`src/skad_pkg.sv`:
```
// Shared types and constants for the keypoint argmax decoder.
// Used by skad_tracker, skad_result and simcc_keypoint_argmax_decode_top.
// No dependencies.
package skad_pkg;

   localparam int VALUE_W          = 16;
   localparam int RATIO_W          = 9;
   localparam int LOC_W            = 19;
   localparam int LOC_MAX          = 262143;
   localparam int MAX_BINS_DEFAULT = 1024;
   localparam int CSR_ADDR_W       = 3;
   localparam int CSR_DATA_W       = 32;

   typedef logic signed [VALUE_W-1:0] value_type;
   typedef logic signed [LOC_W-1:0]   loc_type;
   typedef logic        [RATIO_W-1:0] ratio_type;

   localparam ratio_type RATIO_RESET   = ratio_type'(256);
   localparam loc_type   LOC_NOT_FOUND = loc_type'(-256);

   // Register index, taken from the word address bit of paddr.
   localparam logic REG_INV_SPLIT_RATIO = 1'b0;

   // Row codes of axis_select.
   localparam logic AXIS_X = 1'b0;
   localparam logic AXIS_Y = 1'b1;

endpackage

```
`src/skad_tracker.sv`:
```
// Per-axis running maximum and first-argmax trackers with a keypoint snapshot
// register that holds both rows' results once both rows have ended.
// Depends on skad_pkg.
module skad_tracker #(
   parameter int MAX_BINS = skad_pkg::MAX_BINS_DEFAULT,
   localparam int IDX_W   = $clog2(MAX_BINS)
) (
   input  logic                clock,
   input  logic                reset,
   input  logic                item_valid,
   output logic                item_ready,
   input  skad_pkg::value_type item_value,
   input  logic                item_axis,
   input  logic                item_eor,
   output logic                kp_valid,
   input  logic                kp_ready,
   output skad_pkg::value_type kp_x_value,
   output logic [IDX_W-1:0]    kp_x_index,
   output skad_pkg::value_type kp_y_value,
   output logic [IDX_W-1:0]    kp_y_index
);

   localparam logic [IDX_W-1:0] LAST_BIN = IDX_W'(MAX_BINS - 1);

   skad_pkg::value_type best_value_ff [0:1];
   skad_pkg::value_type best_value_in [0:1];
   logic [IDX_W-1:0]    best_index_ff [0:1];
   logic [IDX_W-1:0]    best_index_in [0:1];
   logic [IDX_W-1:0]    count_ff      [0:1];
   logic [IDX_W-1:0]    count_in      [0:1];
   logic                done_ff       [0:1];
   logic                done_in       [0:1];
   logic                hit           [0:1];

   skad_pkg::value_type kp_x_value_ff;
   logic [IDX_W-1:0]    kp_x_index_ff;
   skad_pkg::value_type kp_y_value_ff;
   logic [IDX_W-1:0]    kp_y_index_ff;
   logic                kp_valid_ff;
   logic                kp_valid_in;

   logic                other_done;
   logic                closes;
   logic                fire;
   logic                finish;

   // Lane update: what each axis tracker becomes if this bin lands on it.
   for (genvar a = 0; a < 2; a++) begin : g_lane
      logic take;
      assign hit[a]  = (item_axis == 1'(a)) && !done_ff[a];
      assign take    = (count_ff[a] == '0) || (item_value > best_value_ff[a]);
      assign best_value_in[a] = (hit[a] && take) ? item_value  : best_value_ff[a];
      assign best_index_in[a] = (hit[a] && take) ? count_ff[a] : best_index_ff[a];
      assign count_in[a] = (hit[a] && count_ff[a] != LAST_BIN) ?
                           count_ff[a] + IDX_W'(1) : count_ff[a];
      assign done_in[a]  = done_ff[a] || (hit[a] && item_eor);
   end

   assign other_done = (item_axis == skad_pkg::AXIS_X) ? done_ff[1] : done_ff[0];
   // This bin ends its row while the other row is already finished.
   assign closes = item_valid && item_eor && other_done &&
                   ((item_axis == skad_pkg::AXIS_X) ? hit[0] : hit[1]);

   assign item_ready  = !closes || kp_ready;
   assign fire        = item_valid && item_ready;
   assign finish      = fire && closes;
   assign kp_valid_in = finish || (kp_valid_ff && !kp_ready);

   always_ff @(posedge clock) begin
      if (reset) begin
         for (int a = 0; a < 2; a++) begin
            best_value_ff[a] <= '0;
            best_index_ff[a] <= '0;
            count_ff[a]      <= '0;
            done_ff[a]       <= 1'b0;
         end
      end else if (finish) begin
         for (int a = 0; a < 2; a++) begin
            best_value_ff[a] <= '0;
            best_index_ff[a] <= '0;
            count_ff[a]      <= '0;
            done_ff[a]       <= 1'b0;
         end
      end else if (fire) begin
         for (int a = 0; a < 2; a++) begin
            best_value_ff[a] <= best_value_in[a];
            best_index_ff[a] <= best_index_in[a];
            count_ff[a]      <= count_in[a];
            done_ff[a]       <= done_in[a];
         end
      end
   end

   always_ff @(posedge clock) begin
      if (reset) begin
         kp_valid_ff <= 1'b0;
      end else begin
         kp_valid_ff <= kp_valid_in;
      end
   end

   always_ff @(posedge clock) begin
      if (finish) begin
         kp_x_value_ff <= best_value_in[0];
         kp_x_index_ff <= best_index_in[0];
         kp_y_value_ff <= best_value_in[1];
         kp_y_index_ff <= best_index_in[1];
      end
   end

   assign kp_valid   = kp_valid_ff;
   assign kp_x_value = kp_x_value_ff;
   assign kp_x_index = kp_x_index_ff;
   assign kp_y_value = kp_y_value_ff;
   assign kp_y_index = kp_y_index_ff;

endmodule

```
`src/skad_result.sv`:
```
// Result stage: score as the smaller row maximum, scaled and saturated
// locations, and the result output register.
// Depends on skad_pkg.
module skad_result #(
   parameter int MAX_BINS = skad_pkg::MAX_BINS_DEFAULT,
   localparam int IDX_W   = $clog2(MAX_BINS)
) (
   input  logic                clock,
   input  logic                reset,
   input  skad_pkg::ratio_type inv_split_ratio,
   input  logic                kp_valid,
   output logic                kp_ready,
   input  skad_pkg::value_type kp_x_value,
   input  logic [IDX_W-1:0]    kp_x_index,
   input  skad_pkg::value_type kp_y_value,
   input  logic [IDX_W-1:0]    kp_y_index,
   output logic                rsp_valid,
   input  logic                rsp_ready,
   output skad_pkg::loc_type   rsp_x_location,
   output skad_pkg::loc_type   rsp_y_location,
   output skad_pkg::value_type rsp_keypoint_score,
   output logic                rsp_found
);

   localparam int PROD_W = IDX_W + skad_pkg::RATIO_W;
   localparam int SAT_W  = skad_pkg::LOC_W - 1;

   skad_pkg::value_type score;
   logic                found;
   logic [PROD_W-1:0]   x_prod;
   logic [PROD_W-1:0]   y_prod;
   logic [31:0]         x_wide;
   logic [31:0]         y_wide;
   logic [SAT_W-1:0]    x_sat;
   logic [SAT_W-1:0]    y_sat;
   logic                load;

   skad_pkg::loc_type   x_location_ff;
   skad_pkg::loc_type   x_location_in;
   skad_pkg::loc_type   y_location_ff;
   skad_pkg::loc_type   y_location_in;
   skad_pkg::value_type score_ff;
   logic                found_ff;
   logic                rsp_valid_ff;
   logic                rsp_valid_in;

   assign score  = (kp_x_value > kp_y_value) ? kp_y_value : kp_x_value;
   assign found  = score > 0;
   assign x_prod = PROD_W'(kp_x_index) * PROD_W'(inv_split_ratio);
   assign y_prod = PROD_W'(kp_y_index) * PROD_W'(inv_split_ratio);
   assign x_wide = 32'(x_prod);
   assign y_wide = 32'(y_prod);
   assign x_sat  = (x_wide > 32'(skad_pkg::LOC_MAX)) ? SAT_W'(skad_pkg::LOC_MAX) :
                   x_wide[SAT_W-1:0];
   assign y_sat  = (y_wide > 32'(skad_pkg::LOC_MAX)) ? SAT_W'(skad_pkg::LOC_MAX) :
                   y_wide[SAT_W-1:0];

   assign x_location_in = found ? {1'b0, x_sat} : skad_pkg::LOC_NOT_FOUND;
   assign y_location_in = found ? {1'b0, y_sat} : skad_pkg::LOC_NOT_FOUND;

   assign kp_ready     = !rsp_valid_ff || rsp_ready;
   assign load         = kp_valid && kp_ready;
   assign rsp_valid_in = load || (rsp_valid_ff && !rsp_ready);

   always_ff @(posedge clock) begin
      if (reset) begin
         rsp_valid_ff <= 1'b0;
      end else begin
         rsp_valid_ff <= rsp_valid_in;
      end
   end

   always_ff @(posedge clock) begin
      if (load) begin
         x_location_ff <= x_location_in;
         y_location_ff <= y_location_in;
         score_ff      <= score;
         found_ff      <= found;
      end
   end

   assign rsp_valid          = rsp_valid_ff;
   assign rsp_x_location     = x_location_ff;
   assign rsp_y_location     = y_location_ff;
   assign rsp_keypoint_score = score_ff;
   assign rsp_found          = found_ff;

endmodule

```
`src/simcc_keypoint_argmax_decode_top.sv`:
```
// Keypoint argmax decoder top level: input register, ratio register, trackers, result stage.
// A result passes from the input register through the tracker's keypoint register to the result register.
// Throughput: one bin word per cycle, unless a row end waits for the result stage to take the keypoint.
// Reset (synchronous, active high) clears trackers, valids and sets ratio to 1.0.
// Depends on skad_pkg, skad_tracker and skad_result.
module simcc_keypoint_argmax_decode_top #(
   parameter int MAX_BINS = skad_pkg::MAX_BINS_DEFAULT
) (
   input  logic                                clock,
   input  logic                                reset,
   input  logic                                req_valid,
   output logic                                req_ready,
   input  skad_pkg::value_type                 req_bin_value,
   input  logic                                req_axis_select,
   input  logic                                req_end_of_row,
   output logic                                rsp_valid,
   input  logic                                rsp_ready,
   output skad_pkg::loc_type                   rsp_x_location,
   output skad_pkg::loc_type                   rsp_y_location,
   output skad_pkg::value_type                 rsp_keypoint_score,
   output logic                                rsp_found,
   input  logic                                psel,
   input  logic                                penable,
   input  logic                                pwrite,
   input  logic [skad_pkg::CSR_ADDR_W-1:0]     paddr,
   input  logic [skad_pkg::CSR_DATA_W-1:0]     pwdata,
   output logic [skad_pkg::CSR_DATA_W-1:0]     prdata,
   output logic                                pready
);

   localparam int IDX_W = $clog2(MAX_BINS);

   skad_pkg::ratio_type ratio_ff;
   logic                reg_sel;
   logic                csr_write;

   logic                in_valid_ff;
   logic                in_valid_in;
   skad_pkg::value_type in_value_ff;
   logic                in_axis_ff;
   logic                in_eor_ff;
   logic                item_ready;

   logic                kp_valid;
   logic                kp_ready;
   skad_pkg::value_type kp_x_value;
   logic [IDX_W-1:0]    kp_x_index;
   skad_pkg::value_type kp_y_value;
   logic [IDX_W-1:0]    kp_y_index;

   // Configuration port.
   assign pready    = 1'b1;
   assign reg_sel   = paddr[2] == skad_pkg::REG_INV_SPLIT_RATIO;
   assign csr_write = psel && penable && pwrite && pready && reg_sel;
   assign prdata    = reg_sel ? skad_pkg::CSR_DATA_W'(ratio_ff) : '0;

   always_ff @(posedge clock) begin
      if (reset) begin
         ratio_ff <= skad_pkg::RATIO_RESET;
      end else if (csr_write) begin
         ratio_ff <= pwdata[skad_pkg::RATIO_W-1:0];
      end
   end

   // Input register; it refills in the same cycle that the tracker takes its word.
   assign req_ready   = !in_valid_ff || item_ready;
   assign in_valid_in = (req_valid && req_ready) || (in_valid_ff && !item_ready);

   always_ff @(posedge clock) begin
      if (reset) begin
         in_valid_ff <= 1'b0;
      end else begin
         in_valid_ff <= in_valid_in;
      end
   end

   always_ff @(posedge clock) begin
      if (req_valid && req_ready) begin
         in_value_ff <= req_bin_value;
         in_axis_ff  <= req_axis_select;
         in_eor_ff   <= req_end_of_row;
      end
   end

   skad_tracker #(
      .MAX_BINS (MAX_BINS)
   ) u_tracker (
      .clock      (clock),
      .reset      (reset),
      .item_valid (in_valid_ff),
      .item_ready (item_ready),
      .item_value (in_value_ff),
      .item_axis  (in_axis_ff),
      .item_eor   (in_eor_ff),
      .kp_valid   (kp_valid),
      .kp_ready   (kp_ready),
      .kp_x_value (kp_x_value),
      .kp_x_index (kp_x_index),
      .kp_y_value (kp_y_value),
      .kp_y_index (kp_y_index)
   );

   skad_result #(
      .MAX_BINS (MAX_BINS)
   ) u_result (
      .clock              (clock),
      .reset              (reset),
      .inv_split_ratio    (ratio_ff),
      .kp_valid           (kp_valid),
      .kp_ready           (kp_ready),
      .kp_x_value         (kp_x_value),
      .kp_x_index         (kp_x_index),
      .kp_y_value         (kp_y_value),
      .kp_y_index         (kp_y_index),
      .rsp_valid          (rsp_valid),
      .rsp_ready          (rsp_ready),
      .rsp_x_location     (rsp_x_location),
      .rsp_y_location     (rsp_y_location),
      .rsp_keypoint_score (rsp_keypoint_score),
      .rsp_found          (rsp_found)
   );

`ifndef SYNTHESIS
   // A miss reports both locations as minus 256.
   a_miss_locations: assert property (@(posedge clock) disable iff (reset)
      rsp_valid && !rsp_found |->
         rsp_x_location == skad_pkg::LOC_NOT_FOUND &&
         rsp_y_location == skad_pkg::LOC_NOT_FOUND)
      else $error("miss result carries a location");

   // A hit never carries a negative location or a non-positive score.
   a_hit_range: assert property (@(posedge clock) disable iff (reset)
      rsp_valid && rsp_found |->
         !rsp_x_location[skad_pkg::LOC_W-1] && !rsp_y_location[skad_pkg::LOC_W-1] &&
         rsp_keypoint_score > 0)
      else $error("hit result out of range");

   // An empty input register always takes a new word.
   a_input_free: assert property (@(posedge clock) disable iff (reset)
      !in_valid_ff |-> req_ready)
      else $error("input stalled while empty");
`endif

endmodule
```
`config.mk`:
```
export PLATFORM = sky130hd
export DESIGN_NAME = simcc_keypoint_argmax_decode_top
export DESIGN_NICKNAME = d
export VERILOG_FILES = /design/src/skad_pkg.sv /design/src/skad_tracker.sv /design/src/skad_result.sv /design/src/simcc_keypoint_argmax_decode_top.sv
export SDC_FILE = /design/constraint.sdc
export NUM_CORES = 1
export LEC_CHECK = 0
export BUFFER_PORTS_ARGS = -buffer_cell sky130_fd_sc_hd__buf_2
export CORE_ASPECT_RATIO = 1.5
export CORE_MARGIN = 4
export CORE_UTILIZATION = 50
export DETAILED_ROUTE_END_ITERATION = 8
export MAX_ROUTING_LAYER = met4
export PLACE_DENSITY = 0.72
export SYNTH_ARGS = -nofsm -noshare
export SYNTH_HDL_FRONTEND = slang
export SYNTH_HIERARCHICAL = 1
export SYNTH_SLANG_ARGS = --single-unit
```
`constraint.sdc`:
```
create_clock -name clock -period 4.6 [get_ports clock]
set_input_delay 0.46 -clock clock [delete_from_list [all_inputs] [get_ports clock]]
set_output_delay 0.46 -clock clock [all_outputs]
set_load 0.1 [all_outputs]
```
==> results of run 1 <==
placed cells by master, fill, tap and decap left out, types with 29 or more instances in the layout:
cell type,n
a21oi_1,40
and2_1,100
buf_2,100
buf_4,109
edfxtp_1,198
fa_1,106
ha_1,119
inv_1,202
mux2_2,43
mux2i_1,51
nand2_1,176
nand3_1,36
nor2_1,45
o21ai_0,29
metrics by stage:
step / hold WS [ns] / util / cells / area [µm²] / total power [µW]
floorplan: 0.428 / - / 1580 / 16700 / 2870
global placement: 0.458 / 0.560 / 2106 / 18000 / 3030
detailed placement: 0.465 / 0.560 / 2106 / 18000 / 3050
CTS: 0.0524 / 0.593 / 2166 / 19000 / 4970
global route: 0.0657 / 0.599 / 2176 / 19300 / 5150
finish: 0.0903 / 0.599 / 2176 / 19300 / 4920
power by group through the flow:
stage	Clock (µW)	Combinational [µW]	Sequential (µW)
2_1_floorplan	0	598	2280
3_3_place_gp	0	749	2280
3_5_place_dp	0	770	2280
4_1_cts	1930	793	2240
5_1_grt	2020	886	2250
6_report	1880	803	2240
cell type report:
| class | count | area, µm² |
|---|---|---|
| sequential | 210 | 6210 |
| fill | 2653 | 12900 |
| clock buffer | 28 | 604 |
| multi-input combinational | 1070 | 9380 |
| timing repair buffer | 228 | 1580 |
| inverter | 216 | 811 |
| clock inverter | 14 | 165 |
| tap | 410 | 513 |
logic make-up after synthesis:
group                    after synthesis  share of synthesized area
AO/OA/AOI/OAI                        167                     0.0667
XOR/XNOR                              38                     0.0203
adder cells (fa/ha/maj)              244                      0.239
buffers and inverters                300                     0.0793
flip-flops                           210                      0.377
multiplexers                          95                     0.0614
other                                  2                   0.000458
AND/OR/NAND/NOR                      502                      0.156
layer usage:
layer | GRT usage | vias to the layer above | part of all wire
met3 | 0.0222 | 103 | 0.039
met4 | 0.0892 | 0 | 0.047
met5 | - | - | 0
li1 | - | 5585 | -
met1 | 0.214 | 5661 | 0.38
met2 | 0.360 | 277 | 0.53
sequential cells by signal (all words and copies together), names as in the netlist, 18 cells and up:
name                     flops
u_tracker/best_value_ff     32
u_result/rsp_x_location     19
u_result/rsp_y_location     18
u_tracker/best_index_ff     20
u_tracker/count_ff          20
worst max-delay path by stage:
stage                                  end  cells after the start
2_1_floorplan   u_result/rsp_x_location[9]                     16
3_3_place_gp   u_result/rsp_y_location[17]                     17
3_5_place_dp    u_result/rsp_y_location[3]                     17
4_1_cts        u_result/rsp_x_location[17]                     17
5_1_grt        u_result/rsp_y_location[17]                     20
6_report       u_result/rsp_y_location[17]                     15
what timing repair did:
| item | in CTS | in global routing |
|---|---|---|
| setup buffers | 18 | 10 |
| pin swaps | 34 | 35 |
| gates resized for setup | 56 | 42 |
| cloned | 0 | 1 |
| endpoints found under the setup margin | 36 | 36 |
==> impl_metrics.py, run 1 <==
metrics = {
    "layout": {
        "num_antenna_cells": 0,
        "post_route_cells_drive_above_1_share": 0.238,
        "synthToLayoutAreaGrowth_pct": 17.5,
        "nets": 2053,
    },
    "cts": {
        "cts_hold_buffers": 0,
        "cts_tree": "built",
        "clk_pin_slew_ns": 0.07,
        "clk-insertion-delay-late_ns": 0.54,
        "cts_made_buffers": 23,
        "htree_num_levels": 1,
        "numClockSinks": 210,
        "clockBufferDepth": 3,
        "cts_root_buffer": "clkbuf_16",
    },
    "yosys": {
        "ys_warn_count": 6,
        "yosysMostFrequentCell": "inv_1",
        "synth_cells": 1558,
        "yosys.area.top_type": "edfxtp_1",
        "async_flop_share": 0,
        "ys.flop_type": "edfxtp_1",
        "yosysSeqAreaShare": 0.377,
        "synth.distinct_cells": 63,
        "synthTopCellsByCount": "216 x inv_1, 198 x edfxtp_1, 181 x nand2_1",
        "avgSynthCellArea_um2": 10.5,
        "synthesis.area_mm2": 0.0164,
        "synth_seq_cells": 210,
        "synth_area_leaders": "edfxtp_1 36%, fa_1 14%, ha_1 9.9%",
        "synth_top_area_frac": 0.363,
        "synth_edf_count": 198,
    },
    "power": {
        "clock_power_share": 0.381,
        "p_per_area_mw_per_mm2": 255,
        "p_leak_uw": 0.00876,
        "internal_power_uw": 3570,
        "vdd_ir_drop_max_mv": 0.323,
        "p_sw_uw": 1350,
        "switching_share": 0.275,
        "pwr-share-comb": 0.163,
        "seqPwrFrac": 0.455,
    },
    "setup_path": {
        "arrival_ns": 4.89,
        "slowest_stage": "fa_1",
        "r2r_end": "u_result/rsp_y_location[17]",
        "endpoint_kind": "flip-flop",
        "worstSetupPathType": "flip-flop to flip-flop",
        "cp_top_family": "adder cells",
        "worstSetupStartpointType": "flip-flop",
        "crit_top_cell": "fa_1",
        "cp_max_fo": 18,
        "cp.required_ns": 4.85,
        "crit_chain": "and2_4 -> fa_1 -> fa_1 -> fa_1 -> inv_1 -> fa_1 -> inv_2 -> ha_4 -> buf_6 -> a311o_1 -> a31oi_4 -> nand4b_1 -> nand3_2 -> buf_12 -> nand4_1",
        "reg2regPathDepth": 15,
        "rr_startpoint": "u_tracker/kp_y_index[1]",
        "critical_path_buf_inv_count": 4,
        "slowest_delay_ns": 0.57,
        "critPathLaunch": "u_tracker/kp_y_index[1]",
        "reg2reg_setup_slack_ns": -0.04,
    },
    "sta": {
        "maxSlewViolCount": 0,
        "period_share": 1.01,
        "fin_crit_ns": 4.64,
        "setup_viol": 22,
        "fin_tns_setup_ns": -0.320,
        "tightest_slew_ns": 1.05,
        "fin_skew_ns": 0.0167,
        "fmax_mhz": 216,
        "setup_ws_ns": -0.0384,
        "finalHoldViolCount": 0,
        "rsz0062_at_grt": "yes",
        "relSlewSlack": 0.299,
    },
    "drt": {
        "viasPerCell": 5.34,
        "drt-wirelength-per-cell_um": 15.8,
        "drtAntennaViolNets": 0,
        "vias": 11600,
        "drt_iter0_drc": 500,
        "routed_wirelength_um": 34500,
        "firstDrtPassIters": 5,
        "route.detailed.drc": 0,
    },
    "hold_path": {
        "worstHoldStart": "req_bin_value[4]",
        "whs_path_depth": 1,
        "hold_path_class": "primary input to flip-flop",
        "whs_endpoint": "in_value_ff[4]",
    },
    "die": {
        "ios": 150,
        "start_util": 0.510,
        "row_count": 80,
        "core-area_mm2": 0.0321,
        "die_w_um": 156,
        "dieArea_mm2": 0.0358,
        "die_h_um": 230,
    },
    "run_status": {
        "violations": "setup timing",
        "status": "finished with violations",
    },
    "global_routing": {
        "antenna_found_initial": 0,
        "grt_usage": 0.198,
        "grt_pass1_wl_um": 57100,
        "grt_pass1_vias": 12100,
        "grt_max_degree": 54,
        "overflow": 0,
    },
    "place": {
        "portBuffers": 100,
        "dp_slack_ns": -0.434,
        "dp_hpwl_um": 26600,
        "globalplace.congestion": 0.943,
    },
    "run": {
        "drv_cap": 0,
    },
}
Power figures use the tool's default switching activity.
==> run 2, diff against run 1 <==
--- a/config.mk
+++ b/config.mk
@@ -11,7 +11,7 @@
 export CORE_UTILIZATION = 50
 export DETAILED_ROUTE_END_ITERATION = 8
 export MAX_ROUTING_LAYER = met4
-export PLACE_DENSITY = 0.72
+export PLACE_DENSITY = 0.8
 export SYNTH_ARGS = -nofsm -noshare
 export SYNTH_HDL_FRONTEND = slang
 export SYNTH_HIERARCHICAL = 1
==> run 2 against run 1 <==
  * Largest power group unchanged
  * The flow still finishes with violations (setup timing)
  * Sequential cell count is the same
  * Setup slack lost 0.024 ns
  * Register-to-register slack lost 0.02 ns
  * Global-route usage grew 0.40 points
  * First-iteration DRC count grew 26%
==> impl_metrics.py, run 2 (synthesis results as in run 1) <==
metrics = {
    "run_status": {
        "status": "finished with violations",
        "violations": "setup timing",
    },
    "sta": {
        "maxSlewViolCount": 0,
        "setup_ws_ns": -0.0622,
        "fin_skew_ns": 0.00831,
        "fmax_mhz": 214,
        "holdWs_ns": 0.108,
        "setup_viol": 7,
        "period_share": 1.01,
        "finalHoldViolCount": 0,
        "fin_tns_setup_ns": -0.125,
        "rsz0062_at_grt": "yes",
        "tightest_slew_ns": 0.959,
        "relSlewSlack": 0.344,
        "fin_crit_ns": 4.66,
    },
    "global_routing": {
        "grt_pass1_wl_um": 58400,
        "antenna_found_initial": 0,
        "grt_max_degree": 54,
        "grt_usage": 0.202,
        "overflow": 0,
        "grt_pass1_vias": 12500,
    },
    "setup_path": {
        "cp_max_fo": 4,
        "arrival_ns": 4.91,
        "reg2regPathDepth": 17,
        "worstSetupPathType": "flip-flop to flip-flop",
        "r2r_end": "u_result/rsp_y_location[12]",
        "cp.required_ns": 4.85,
        "reg2reg_setup_slack_ns": -0.06,
        "rr_startpoint": "u_tracker/kp_y_index[2]",
        "worstSetupStartpointType": "flip-flop",
        "endpoint_kind": "flip-flop",
    },
    "place": {
        "dp_hpwl_um": 26200,
        "globalplace.congestion": 0.911,
        "portBuffers": 100,
    },
    "die": {
        "die_h_um": 230,
        "row_count": 80,
        "dieArea_mm2": 0.0358,
        "die_w_um": 156,
        "start_util": 0.510,
        "core-area_mm2": 0.0321,
        "ios": 150,
    },
    "drt": {
        "wl_met1_um": 13400,
        "vias": 11800,
        "route.detailed.drc": 0,
        "firstDrtPassIters": 7,
        "wl_met3_um": 1430,
        "drt_iter0_drc": 632,
        "viasPerCell": 5.43,
        "drt-wirelength-per-cell_um": 16.6,
        "wl_met2_um": 19500,
        "drtAntennaViolNets": 0,
        "top_layer": "met4",
        "routed_wirelength_um": 36300,
    },
    "layout": {
        "post_route_cells_drive_above_1_share": 0.249,
        "nets": 2059,
        "final_common_cell": "inv_1",
        "final_cell_mix": "208 x inv_1, 198 x edfxtp_1, 170 x nand2_1",
        "largest_reg_flops": 32,
        "num_antenna_cells": 0,
        "top_regs": "u_tracker/best_value_ff: 32 flops, u_tracker/best_index_ff: 20 flops, u_tracker/count_ff: 20 flops",
        "synthToLayoutAreaGrowth_pct": 19.0,
        "regMostFlops": "u_tracker/best_value_ff",
        "utilization": 0.607,
    },
    "run": {
        "drv_cap": 0,
    },
    "cts": {
        "clk-insertion-delay-late_ns": 0.52,
        "cts_hold_buffers": 0,
        "cts_made_buffers": 22,
        "numClockSinks": 210,
        "cts_root_buffer": "clkbuf_16",
        "htree_num_levels": 1,
        "clockBufferDepth": 3,
        "clk_pin_slew_ns": 0.06,
        "cts_tree": "built",
    },
    "hold_path": {
        "whs_path_depth": 1,
        "worstHoldStart": "req_bin_value[4]",
        "hold_path_class": "primary input to flip-flop",
        "whs_endpoint": "in_value_ff[4]",
    },
    "power": {
        "vdd_ir_drop_max_mv": 0.294,
        "p_leak_uw": 0.00882,
        "p_per_area_mw_per_mm2": 252,
    },
}
==> run 2: changes by cell type in the layout (fill, tap and decap cells not counted), moves of 4 or more <==
cell and delta:
and2_1 -7, inv_2 -6, ha_1 -8, buf_6 +7, nand2_1 -6, ha_4 +7, and2_4 +7, inv_1 +6
nand2_2 +4, inv_6 -4
==> run 2: through the flow <==
step | std cells | setup WS, ns | instance area [µm²] | power (µW)
6_report | 2181 | -0.0622 | 19500 | 4920
5_1_grt | 2181 | -0.185 | 19500 | 5140
4_1_cts | 2166 | -0.0302 | 19100 | 4930
3_5_place_dp | 2107 | -0.386 | 18000 | 3050
3_3_place_gp | 2107 | -0.230 | 18000 | 3020
2_1_floorplan | 1580 | -0.00196 | 16700 | 2870
==> run 2: how the worst max path moves through the flow <==
stage,startpoint,to,slack (ns)
6_report,u_tracker/kp_y_index[2],u_result/rsp_y_location[12],-0.06
5_1_grt,u_tracker/kp_x_index[6],u_result/rsp_x_location[9],-0.18
4_1_cts,u_tracker/kp_x_index[5],u_result/rsp_x_location[2],-0.03
3_5_place_dp,ratio_ff[5],u_result/rsp_x_location[9],-0.39
3_3_place_gp,ratio_ff[5],u_result/rsp_x_location[9],-0.23
2_1_floorplan,u_tracker/kp_x_index[2],u_result/rsp_x_location[9],-0.002
==> run 2: layout make-up <==
cell class	instances	area [µm²]
Inverter	216	811
Sequential cell	210	6210
Clock buffer	27	569
Fill cell	2430	12600
Clock inverter	13	180
Tap cell	410	513
Multi-Input combinational cell	1070	9560
Timing Repair Buffer	235	1660
==> run 2: critical path, stage by stage (launching register included) <==
cell,delay (ns)
edfxtp_1,0.43
buf_4,0.16
nand2_2,0.06
fa_1,0.48
fa_1,0.54
inv_1,0.07
fa_1,0.54
inv_1,0.05
fa_1,0.49
inv_2,0.05
ha_4,0.23
buf_4,0.15
a311o_1,0.37
buf_4,0.16
a21o_1,0.19
a21oi_2,0.18
xor2_1,0.16
nand3_1,0.09
==> run 2: timing repair <==
| item | in CTS | in global routing |
|---|---|---|
| pin swaps | 59 | 79 |
| gates resized for setup | 60 | 74 |
| setup endpoints to repair | 36 | 36 |
| setup buffers | 19 | 15 |
==> run 2: power breakdown <==
group	total (µW)	switching, µW	internal (µW)
sequential	2240	66.2	2180
clock	1850	744	1110
combinational	828	499	330
total	4920	1310	3620
==> run 2: metal layers <==
metal / up-vias / global-route usage
met3: 131 / 0.0220
met4: 0 / 0.100
met5: - / -
met2: 332 / 0.365
li1: 5599 / -
met1: 5781 / 0.216
